### config.mk
export PLATFORM = sky130hd
export DESIGN_NAME = bfah_ctrl
export DESIGN_NICKNAME = d
export VERILOG_FILES = /design/src/rtl/core/bfah_pkg.sv /design/src/rtl/core/bfah_ctrl.sv
export SDC_FILE = /design/constraint.sdc
export NUM_CORES = 1
export LEC_CHECK = 0
export ABC_AREA = 1
export BUFFER_PORTS_ARGS = -buffer_cell sky130_fd_sc_hd__clkbuf_2
export CORE_MARGIN = 4
export CORE_UTILIZATION = 50
export CTS_BUF_LIST = sky130_fd_sc_hd__clkbuf_4 sky130_fd_sc_hd__clkbuf_8
export DETAILED_ROUTE_END_ITERATION = 10
export GPL_ROUTABILITY_DRIVEN = 0
export PLACE_DENSITY = 0.86
export SLEW_MARGIN = 5
export SYNTH_ARGS = -nofsm -noshare
export SYNTH_HDL_FRONTEND = slang
export SYNTH_SLANG_ARGS = --single-unit
### constraint.sdc
create_clock -name clock -period 1.4 [get_ports clock]
set_input_delay 0.28 -clock clock [delete_from_list [all_inputs] [get_ports clock]]
set_output_delay 0.28 -clock clock [all_outputs]
set_load 0.02 [all_outputs]
### src/rtl/core/bfah_pkg.sv
// shared types and constants of the best-fit aligned heap allocator
// no dependencies; used by every module of the block
package bfah_pkg;

   localparam int unsigned TABLE_ENTRIES_DEF = 64;

   typedef enum logic [2:0] {
      ST_INIT,
      ST_IDLE,
      ST_SCAN,
      ST_DRAIN,
      ST_DECIDE,
      ST_MERGE,
      ST_COMMIT,
      ST_DONE
   } state_type;

   typedef enum logic [1:0] {
      STS_OK        = 2'd0,
      STS_NO_FIT    = 2'd1,
      STS_NOT_FOUND = 2'd2,
      STS_FULL      = 2'd3
   } status_code_type;

   typedef enum logic {
      CSR_HEAP_START = 1'b0,
      CSR_HEAP_SIZE  = 1'b1
   } csr_index_type;

   typedef struct packed {
      logic init_tbl;
      logic csr_wr;
      logic load_req;
      logic rd;
      logic chunk_pass;
      logic merge;
      logic commit;
      logic emit;
   } cmd_type;

   typedef struct packed {
      logic free_mode;
      logic chunk_found;
      logic out_busy;
   } sts_type;

endpackage

### src/rtl/core/bfah_ctrl.sv
// sequencer of the heap allocator: table scans, merge and commit steps
// depends on bfah_pkg
module bfah_ctrl #(
   parameter int unsigned TABLE_ENTRIES = bfah_pkg::TABLE_ENTRIES_DEF,
   localparam int unsigned IW = $clog2(TABLE_ENTRIES)
) (
   input  logic              clock,
   input  logic              reset,
   input  logic              req_valid,
   input  logic              req_mode,
   output logic              req_stall,
   input  logic              csr_valid,
   output logic              csr_ready,
   output bfah_pkg::cmd_type cmd,
   output logic [IW-1:0]     rd_idx,
   input  bfah_pkg::sts_type sts
);

   localparam logic [IW-1:0] LAST = IW'(TABLE_ENTRIES - 1);

   bfah_pkg::state_type state_ff, state_in;
   logic [IW-1:0]       cnt_ff, cnt_in;
   logic                pass_ff, pass_in;

   always_ff @(posedge clock) begin
      if (reset) begin
         state_ff <= bfah_pkg::ST_INIT;
         cnt_ff   <= '0;
         pass_ff  <= 1'b0;
      end else begin
         state_ff <= state_in;
         cnt_ff   <= cnt_in;
         pass_ff  <= pass_in;
      end
   end

   assign rd_idx = cnt_ff;

   always_comb begin
      state_in  = state_ff;
      cnt_in    = cnt_ff;
      pass_in   = pass_ff;
      cmd       = '0;
      req_stall = 1'b1;
      csr_ready = 1'b0;
      case (state_ff)
         bfah_pkg::ST_INIT: begin
            cmd.init_tbl = 1'b1;
            state_in     = bfah_pkg::ST_IDLE;
         end
         bfah_pkg::ST_IDLE: begin
            csr_ready = 1'b1;
            req_stall = csr_valid;
            if (csr_valid) begin
               cmd.csr_wr = 1'b1;
               state_in   = bfah_pkg::ST_INIT;
            end else if (req_valid) begin
               cmd.load_req = 1'b1;
               pass_in      = req_mode;
               cnt_in       = '0;
               state_in     = bfah_pkg::ST_SCAN;
            end
         end
         bfah_pkg::ST_SCAN: begin
            cmd.rd         = 1'b1;
            cmd.chunk_pass = pass_ff;
            if (cnt_ff == LAST) begin
               cnt_in   = '0;
               state_in = bfah_pkg::ST_DRAIN;
            end else begin
               cnt_in = cnt_ff + IW'(1);
            end
         end
         bfah_pkg::ST_DRAIN: begin
            state_in = bfah_pkg::ST_DECIDE;
         end
         bfah_pkg::ST_DECIDE: begin
            if (sts.free_mode && pass_ff) begin
               if (sts.chunk_found) begin
                  pass_in  = 1'b0;
                  state_in = bfah_pkg::ST_SCAN;
               end else begin
                  state_in = bfah_pkg::ST_COMMIT;
               end
            end else if (sts.free_mode) begin
               state_in = bfah_pkg::ST_MERGE;
            end else begin
               state_in = bfah_pkg::ST_COMMIT;
            end
         end
         bfah_pkg::ST_MERGE: begin
            cmd.merge = 1'b1;
            state_in  = bfah_pkg::ST_COMMIT;
         end
         bfah_pkg::ST_COMMIT: begin
            cmd.commit = 1'b1;
            state_in   = bfah_pkg::ST_DONE;
         end
         bfah_pkg::ST_DONE: begin
            if (!sts.out_busy) begin
               cmd.emit = 1'b1;
               state_in = bfah_pkg::ST_IDLE;
            end
         end
         default: begin
            state_in = bfah_pkg::ST_INIT;
         end
      endcase
   end

endmodule

==> summary.md, run 1 <==
| Metric | Value |
|---|---|
| Failing checks | setup timing |
| Max incr delay on CP | 0.38 ns |
| Post-Place Worst Slack | 0.0224 ns |
| GRT met2 Usage | 0.447 |
| Mean Syn Cell Area | 6.17 um^2 |
| Final setup margin | -0.0938 ns |
| HP Class | in -> reg |
| Wire per inst | 19.9 um |
| Area Growth Syn to Fin | 77.5% |
| Number of global-route vias before repair | 823 |
| Worst R2R Path Depth | 9 |
| WL final | 3.40 mm |
| Int Power | 1.19 mW |
| Net Sw Power | 1.01 mW |
| Asr flop ratio synth | 0 |
| Commonest cells after routing, fill and taps aside | buf_4 (20), nand2_1 (19), nand3_1 (15) |
| Core region area | 1280 um^2 |
| Final period utilization | 1.07 |
| Die W | 44.8 um |
| Worst vdd rail ir drop | 0.00138 V |
| Met3 Use GR | 0.0558 |
| Arrival @ worst endpoint | 1.21 ns |
| Prevailing post-synth register cell | dfxtp_1 |
| Initial cell density of the core | 0.528 |
| Startpoint Class | flop |
| R2R Setup Slk | -0.06 ns |
| Crit Path Category | reg -> out |
| Slew Viols, Final | 0 |
| Relative slew slack | 0.864 |
| Net Sw Frac | 0.461 |
| Required time worst endpoint | 1.12 ns |
| Pleak | 0.577 nW |
| H-tree Lvls | 1 |
| Largest net degree at the start of global routing | 10 |
| Worst-margin pin slew | 0.204 ns |
| Clk slew on worst S/H paths | 0.08 ns |
| Clock tree root driver cell | clkbuf_4 |
| Clock latency on the worst-skew pair | 0.28 ns |
| DRC viols | 0 |
| Ant diodes | 0 |
| Critical-path cell list | inv_4, nand3_4, nor2_4, nand2_2, inv_2, buf_8 |
| Net Count, Synth | 119 |
| Post-synth EDFFs | 0 |
| Via Count | 1024 |
| Crit end category | primary output |
| Die area | 2010 um^2 |
| GR peak layer | met2 |
| CTS tree | yes |
| Pwr dens | 1830 nW/um^2 |
| Reg2reg end | state_ff[1] |
| Row count | 13 |
| First-pass GRT wire length | 3.92 mm |
| YS warnings | 0 |
| Clock share of power | 0.127 |
| RSZ-0062 raised after global routing | true |
| Final Util | 0.937 |
| Fin crit period | 1.49 ns |
| Share of the synthesized area in the top cell type | 0.295 |
| Initial DRC Count | 84 |
| Hold Violations, Final | 0 |
| Worst Skew | 0.0101 ns |
| CTS buffer count | 3 |
| Drt pass-1 iters | 5 |
| GRT overflow | 0 |
| Comb pwr share | 0.662 |
| Layout cells sized above 1 | 0.519 |
| Crit path to | cmd[5] |
| Met1 Usage GRT | 0.335 |
| CP Max Fanout | 5 |
| Register share of total power | 0.211 |
| Cells taking the most area after synthesis | dfxtp_1 (30%), nand3_1 (13%), nand2_1 (12%), nor2_1 (10%), a21oi_1 (7.4%) |
| Max cap viols | 0 |
| Antenna Nets Post-Route | 0 |
| Reg2reg start | state_ff[1] |
| Leading cell type in the layout, fill and taps excluded | buf_4 |
| Cell taking the most area after synthesis | dfxtp_1 |
| All-Layer GR Usage | 0.268 |
| Boundary Pins | 24 |
| CP max-delay cell | dfxtp_4 |
| CTS Buffer Depth | 2 |
| HPWL Detailed | 1.39 mm |
| Post-cts hold buffer count | 0 |
| Cells after Synth | 110 |
| Yosys reg bits | 10 |
| Clock sinks | 10 |
| Synth cell types | 21 |
| Nets | 166 |
| FMAX | 0.669 GHz |
| Initial antenna violation count | 0 |
| Startpoint of the worst hold path | reset |
| Final setup viols | 11 |
| Die height | 44.8 um |
| Run status | finished with violations |
| Worst Setup SP | state_ff[1] |
| Port Buffers | 23 |
| Vias per cell | 5.99 |
| Sequential cell area fraction in the yosys report | 0.295 |
| Finished Cell Area | 1200 um^2 |
| Post-Place Cell Area | 823 um^2 |
| Mapped Area | 678 um^2 |
cell type report:
class	count	area, um^2
Timing Repair Buffer	44	364
Tap cell	15	18.8
Sequential cell	10	215
Multi-Input combinational cell	82	489
Fill cell	49	81.3
Clock buffer	4	36.3
Inverter	16	80.1
worst min path at each step:
stage,to,slack [ns],cells past startpoint
after floorplan,pass_ff,0.45,2
after global placement,pass_ff,0.50,2
after detailed placement,pass_ff,0.51,2
after CTS,pass_ff,0.29,3
after global routing,rd_idx[3],0.33,2
final,rd_idx[3],0.30,2
logic make-up after synthesis:
logic type | share of synthesized area
AO/OA/AOI/OAI | 0.0923
adder cells (fa/ha/maj) | 0.0184
buffers and inverters | 0.116
flip-flops | 0.295
AND/OR/NAND/NOR | 0.478
through the flow:
step                total power [mW]  std cells  hold WS (ns)  TNS (ns)
global placement                1.09        149         0.503         0
finish                          2.20        171         0.298    -0.602
CTS                             1.71        164         0.289    -0.146
detailed placement              1.10        149         0.514         0
global route                    2.28        171         0.327     -1.03
floorplan                      0.906        110         0.448         0
critical path, delay by kind of cell (launching register included):
kind	cells	cell delay [ns]
buffers and inverters	3	0.25
flip-flops	1	0.38
AND/OR/NAND/NOR	3	0.30
cells in the mapped netlist (2+ instances only):
cell type and count:
a21oi_1 10, dfxtp_1 10, inv_1 13, nand2_1 22, nand3_1 18, nand4_1 4
nor2_1 18, or2_2 2
registers in the layout, indices dropped and copies added (netlist names):
| register | flops |
|---|---|
| pass_ff | 1 |
| state_ff | 3 |
| rd_idx | 6 |
power groups by stage:
stage	registers (mW)	logic (mW)	clock network, mW
5_1_grt	0.468	1.51	0.296
3_5_place_dp	0.410	0.693	0
3_3_place_gp	0.406	0.685	0
6_report	0.464	1.46	0.280
4_1_cts	0.434	1.01	0.270
2_1_floorplan	0.392	0.514	0
layer usage:
metal | wire length [um] | part of all wire
met5 | 0 | 0
met4 | 176 | 0.052
met3 | 375 | 0.11
met2 | 1640 | 0.48
met1 | 1210 | 0.36
repair_timing:
item / 4_1_cts / 5_1_grt
setup buffers: 11 / 7
gates resized for setup: 34 / 34
endpoints found under the setup margin: 12 / 14
pin swaps: 2 / 8
No activity file was read; power rests on OpenSTA's default activity.
==> run 2: changes to the inputs <==
--- a/config.mk
+++ b/config.mk
@@ -6,7 +6,7 @@
 export NUM_CORES = 1
 export LEC_CHECK = 0
 export ABC_AREA = 1
-export BUFFER_PORTS_ARGS = -buffer_cell sky130_fd_sc_hd__clkbuf_2
+export BUFFER_PORTS_ARGS = -buffer_cell sky130_fd_sc_hd__buf_2
 export CORE_MARGIN = 4
 export CORE_UTILIZATION = 50
 export CTS_BUF_LIST = sky130_fd_sc_hd__clkbuf_4 sky130_fd_sc_hd__clkbuf_8
==> summary.md, run 2 (synthesized netlist as in run 1, its figures left out) <==
| Metric | Value |
|---|---|
| Run status | finished with violations (unchanged) |
| Failing checks | setup timing (unchanged) |
| Initial DRC Count | 60 (was 84) |
| Relative slew slack | 0.861 (was 0.864) |
| Antenna Nets Post-Route | 0 (unchanged) |
| CTS buffer count | 3 (unchanged) |
| Fin crit period | 1.48 ns (was 1.49 ns) |
| Clock sinks | 10 (unchanged) |
| Worst-margin pin slew | 0.208 ns (was 0.204 ns) |
| Fill cells | 63 (was 49) |
| Number of global-route vias before repair | 845 (was 823) |
| Vias per cell | 5.89 (was 5.99) |
| Ant diodes | 0 (unchanged) |
| Wire per inst | 17.8 um (was 19.9 um) |
| DRC viols | 0 (unchanged) |
| Initial antenna violation count | 0 (unchanged) |
| Largest net degree at the start of global routing | 10 (unchanged) |
| CTS tree | yes (unchanged) |
| Layout cells sized above 1 | 0.474 (was 0.519) |
| H-tree Lvls | 1 (unchanged) |
| RSZ-0062 raised after global routing | true (unchanged) |
| Die height | 44.8 um (unchanged) |
| CP Max Fanout | 5 (unchanged) |
| Worst R2R Path Depth | 8 (was 9) |
| Core region area | 1280 um^2 (unchanged) |
| Drt pass-1 iters | 4 (was 5) |
| All-Layer GR Usage | 0.235 (was 0.268) |
| Final period utilization | 1.06 (was 1.07) |
| First-pass GRT wire length | 3.48 mm (was 3.92 mm) |
| Max reg flops | 6 (unchanged) |
| Area of the multi-input gates | 468 um^2 (was 489 um^2) |
| CTS Buffer Depth | 2 (unchanged) |
| Area Growth Syn to Fin | 69.9% (was 77.5%) |
| Worst vdd rail ir drop | 0.00141 V (was 0.00138 V) |
| Hold Violations, Final | 0 (unchanged) |
| Setup TNS Final | -0.255 ns (was -0.602 ns) |
| FMAX | 0.674 GHz (was 0.669 GHz) |
| Final setup viols | 8 (was 11) |
| Pwr dens | 1760 nW/um^2 (was 1830 nW/um^2) |
| Die area | 2010 um^2 (unchanged) |
| Worst hold margin | 0.289 ns (was 0.298 ns) |
| Row count | 13 (unchanged) |
| Slew Viols, Final | 0 (unchanged) |
| Commonest cells after routing, fill and taps aside | nand2_1 (21), buf_4 (20), nand3_1 (16) (was buf_4 (20), nand2_1 (19), nand3_1 (15)) |
| Clk slew on worst S/H paths | 0.08 ns (about the same) |
| Startpoint Class | flop (unchanged) |
| Worst Skew | 0.00905 ns (was 0.0101 ns) |
| Clock latency on the worst-skew pair | 0.28 ns (about the same) |
| Sequential Area | 213 um^2 (was 215 um^2) |
| Initial cell density of the core | 0.528 (unchanged) |
| GRT overflow | 0 (unchanged) |
| Final setup margin | -0.0830 ns (was -0.0938 ns) |
| Crit end category | primary output (unchanged) |
| Max cap viols | 0 (unchanged) |
| Leading cell type in the layout, fill and taps excluded | nand2_1 (was buf_4) |
| Placed cell count | 149 (unchanged) |
| Boundary Pins | 24 (unchanged) |
| Final non-filler cell total | 171 (unchanged) |
| Required time worst endpoint | 1.12 ns (about the same) |
| HPWL Detailed | 1.38 mm (was 1.39 mm) |
| Hold path depth | 2 (unchanged) |
| WL final | 3.05 mm (was 3.40 mm) |
| Via Count | 1008 (was 1024) |
| Post-cts hold buffer count | 0 (unchanged) |
| Nets | 166 (unchanged) |
| Port Buffers | 23 (unchanged) |
| HP Class | in -> reg (unchanged) |
| Crit Path Category | reg -> out (unchanged) |
| Clock tree root driver cell | clkbuf_4 (unchanged) |
| Pleak | 0.575 nW (was 0.577 nW) |
| Arrival @ worst endpoint | 1.20 ns (was 1.21 ns) |
| Die W | 44.8 um (unchanged) |
==> run 2: cell types whose count changed in the layout (fill, tap and decap cells not counted), sizes merged <==
cell,before,now
buf,29,44
clkbuf,19,4
clkinv,0,1
inv,16,15
==> run 2: metrics by stage <==
stage	power, mW	cell area (um^2)	worst slack [ns]	utilization
finish	2.03	1150	-0.0830	0.897
global route	2.13	1150	-0.0993	0.897
CTS	1.55	955	-0.0488	0.743
detailed placement	1.10	823	0.0446	0.641
global placement	1.09	823	0.0493	0.641
floorplan	0.906	678	0.00994	-
==> run 2: report_power, final <==
group | leakage [nW] | switching (mW) | internal [mW]
logic | 0.470 | 0.714 | 0.584
clock network | 0.0210 | 0.118 | 0.158
registers | 0.0836 | 0.103 | 0.352
==> run 2: per-layer routing <==
| layer | part of all wire | wire, um | vias up | track usage |
|---|---|---|---|---|
| li1 | - | - | 458 | - |
| met1 | 0.33 | 1020 | 437 | 0.285 |
| met2 | 0.51 | 1560 | 83 | 0.384 |
| met3 | 0.090 | 274 | 30 | 0.0478 |
| met4 | 0.065 | 198 | 0 | 0.135 |
| met5 | 0 | 0 | - | 0 |
==> run 2: repair_timing <==
action                                  CTS  global route
pin swaps                                 3             6
endpoints found under the setup margin   10            14
resized for setup                        16            37
setup buffers                             8            10
cloned                                    0             0
==> run 2: worst max-delay path, stage by stage, from the launching register on <==
cell and delay, ns:
dfxtp_4 0.40, buf_6 0.12, nand2_4 0.05, nor3_4 0.20
buf_6 0.15
==> run 2: path summary, 6_finish.rpt <==
path                     from           to  slack (ns)
setup reg to reg    rd_idx[0]  state_ff[1]           0
setup / recovery  state_ff[1]       cmd[0]       -0.08
hold / removal          reset    rd_idx[0]        0.29
hold reg to reg       pass_ff      pass_ff        0.52
==> run 2: area by class of cell <==
class / instances / share of cell area
Clock buffer: 4 / 0.0315
Inverter: 16 / 0.0673
Multi-Input combinational cell: 82 / 0.406
Sequential cell: 10 / 0.185
Tap cell: 15 / 0.0163
Timing Repair Buffer: 44 / 0.294
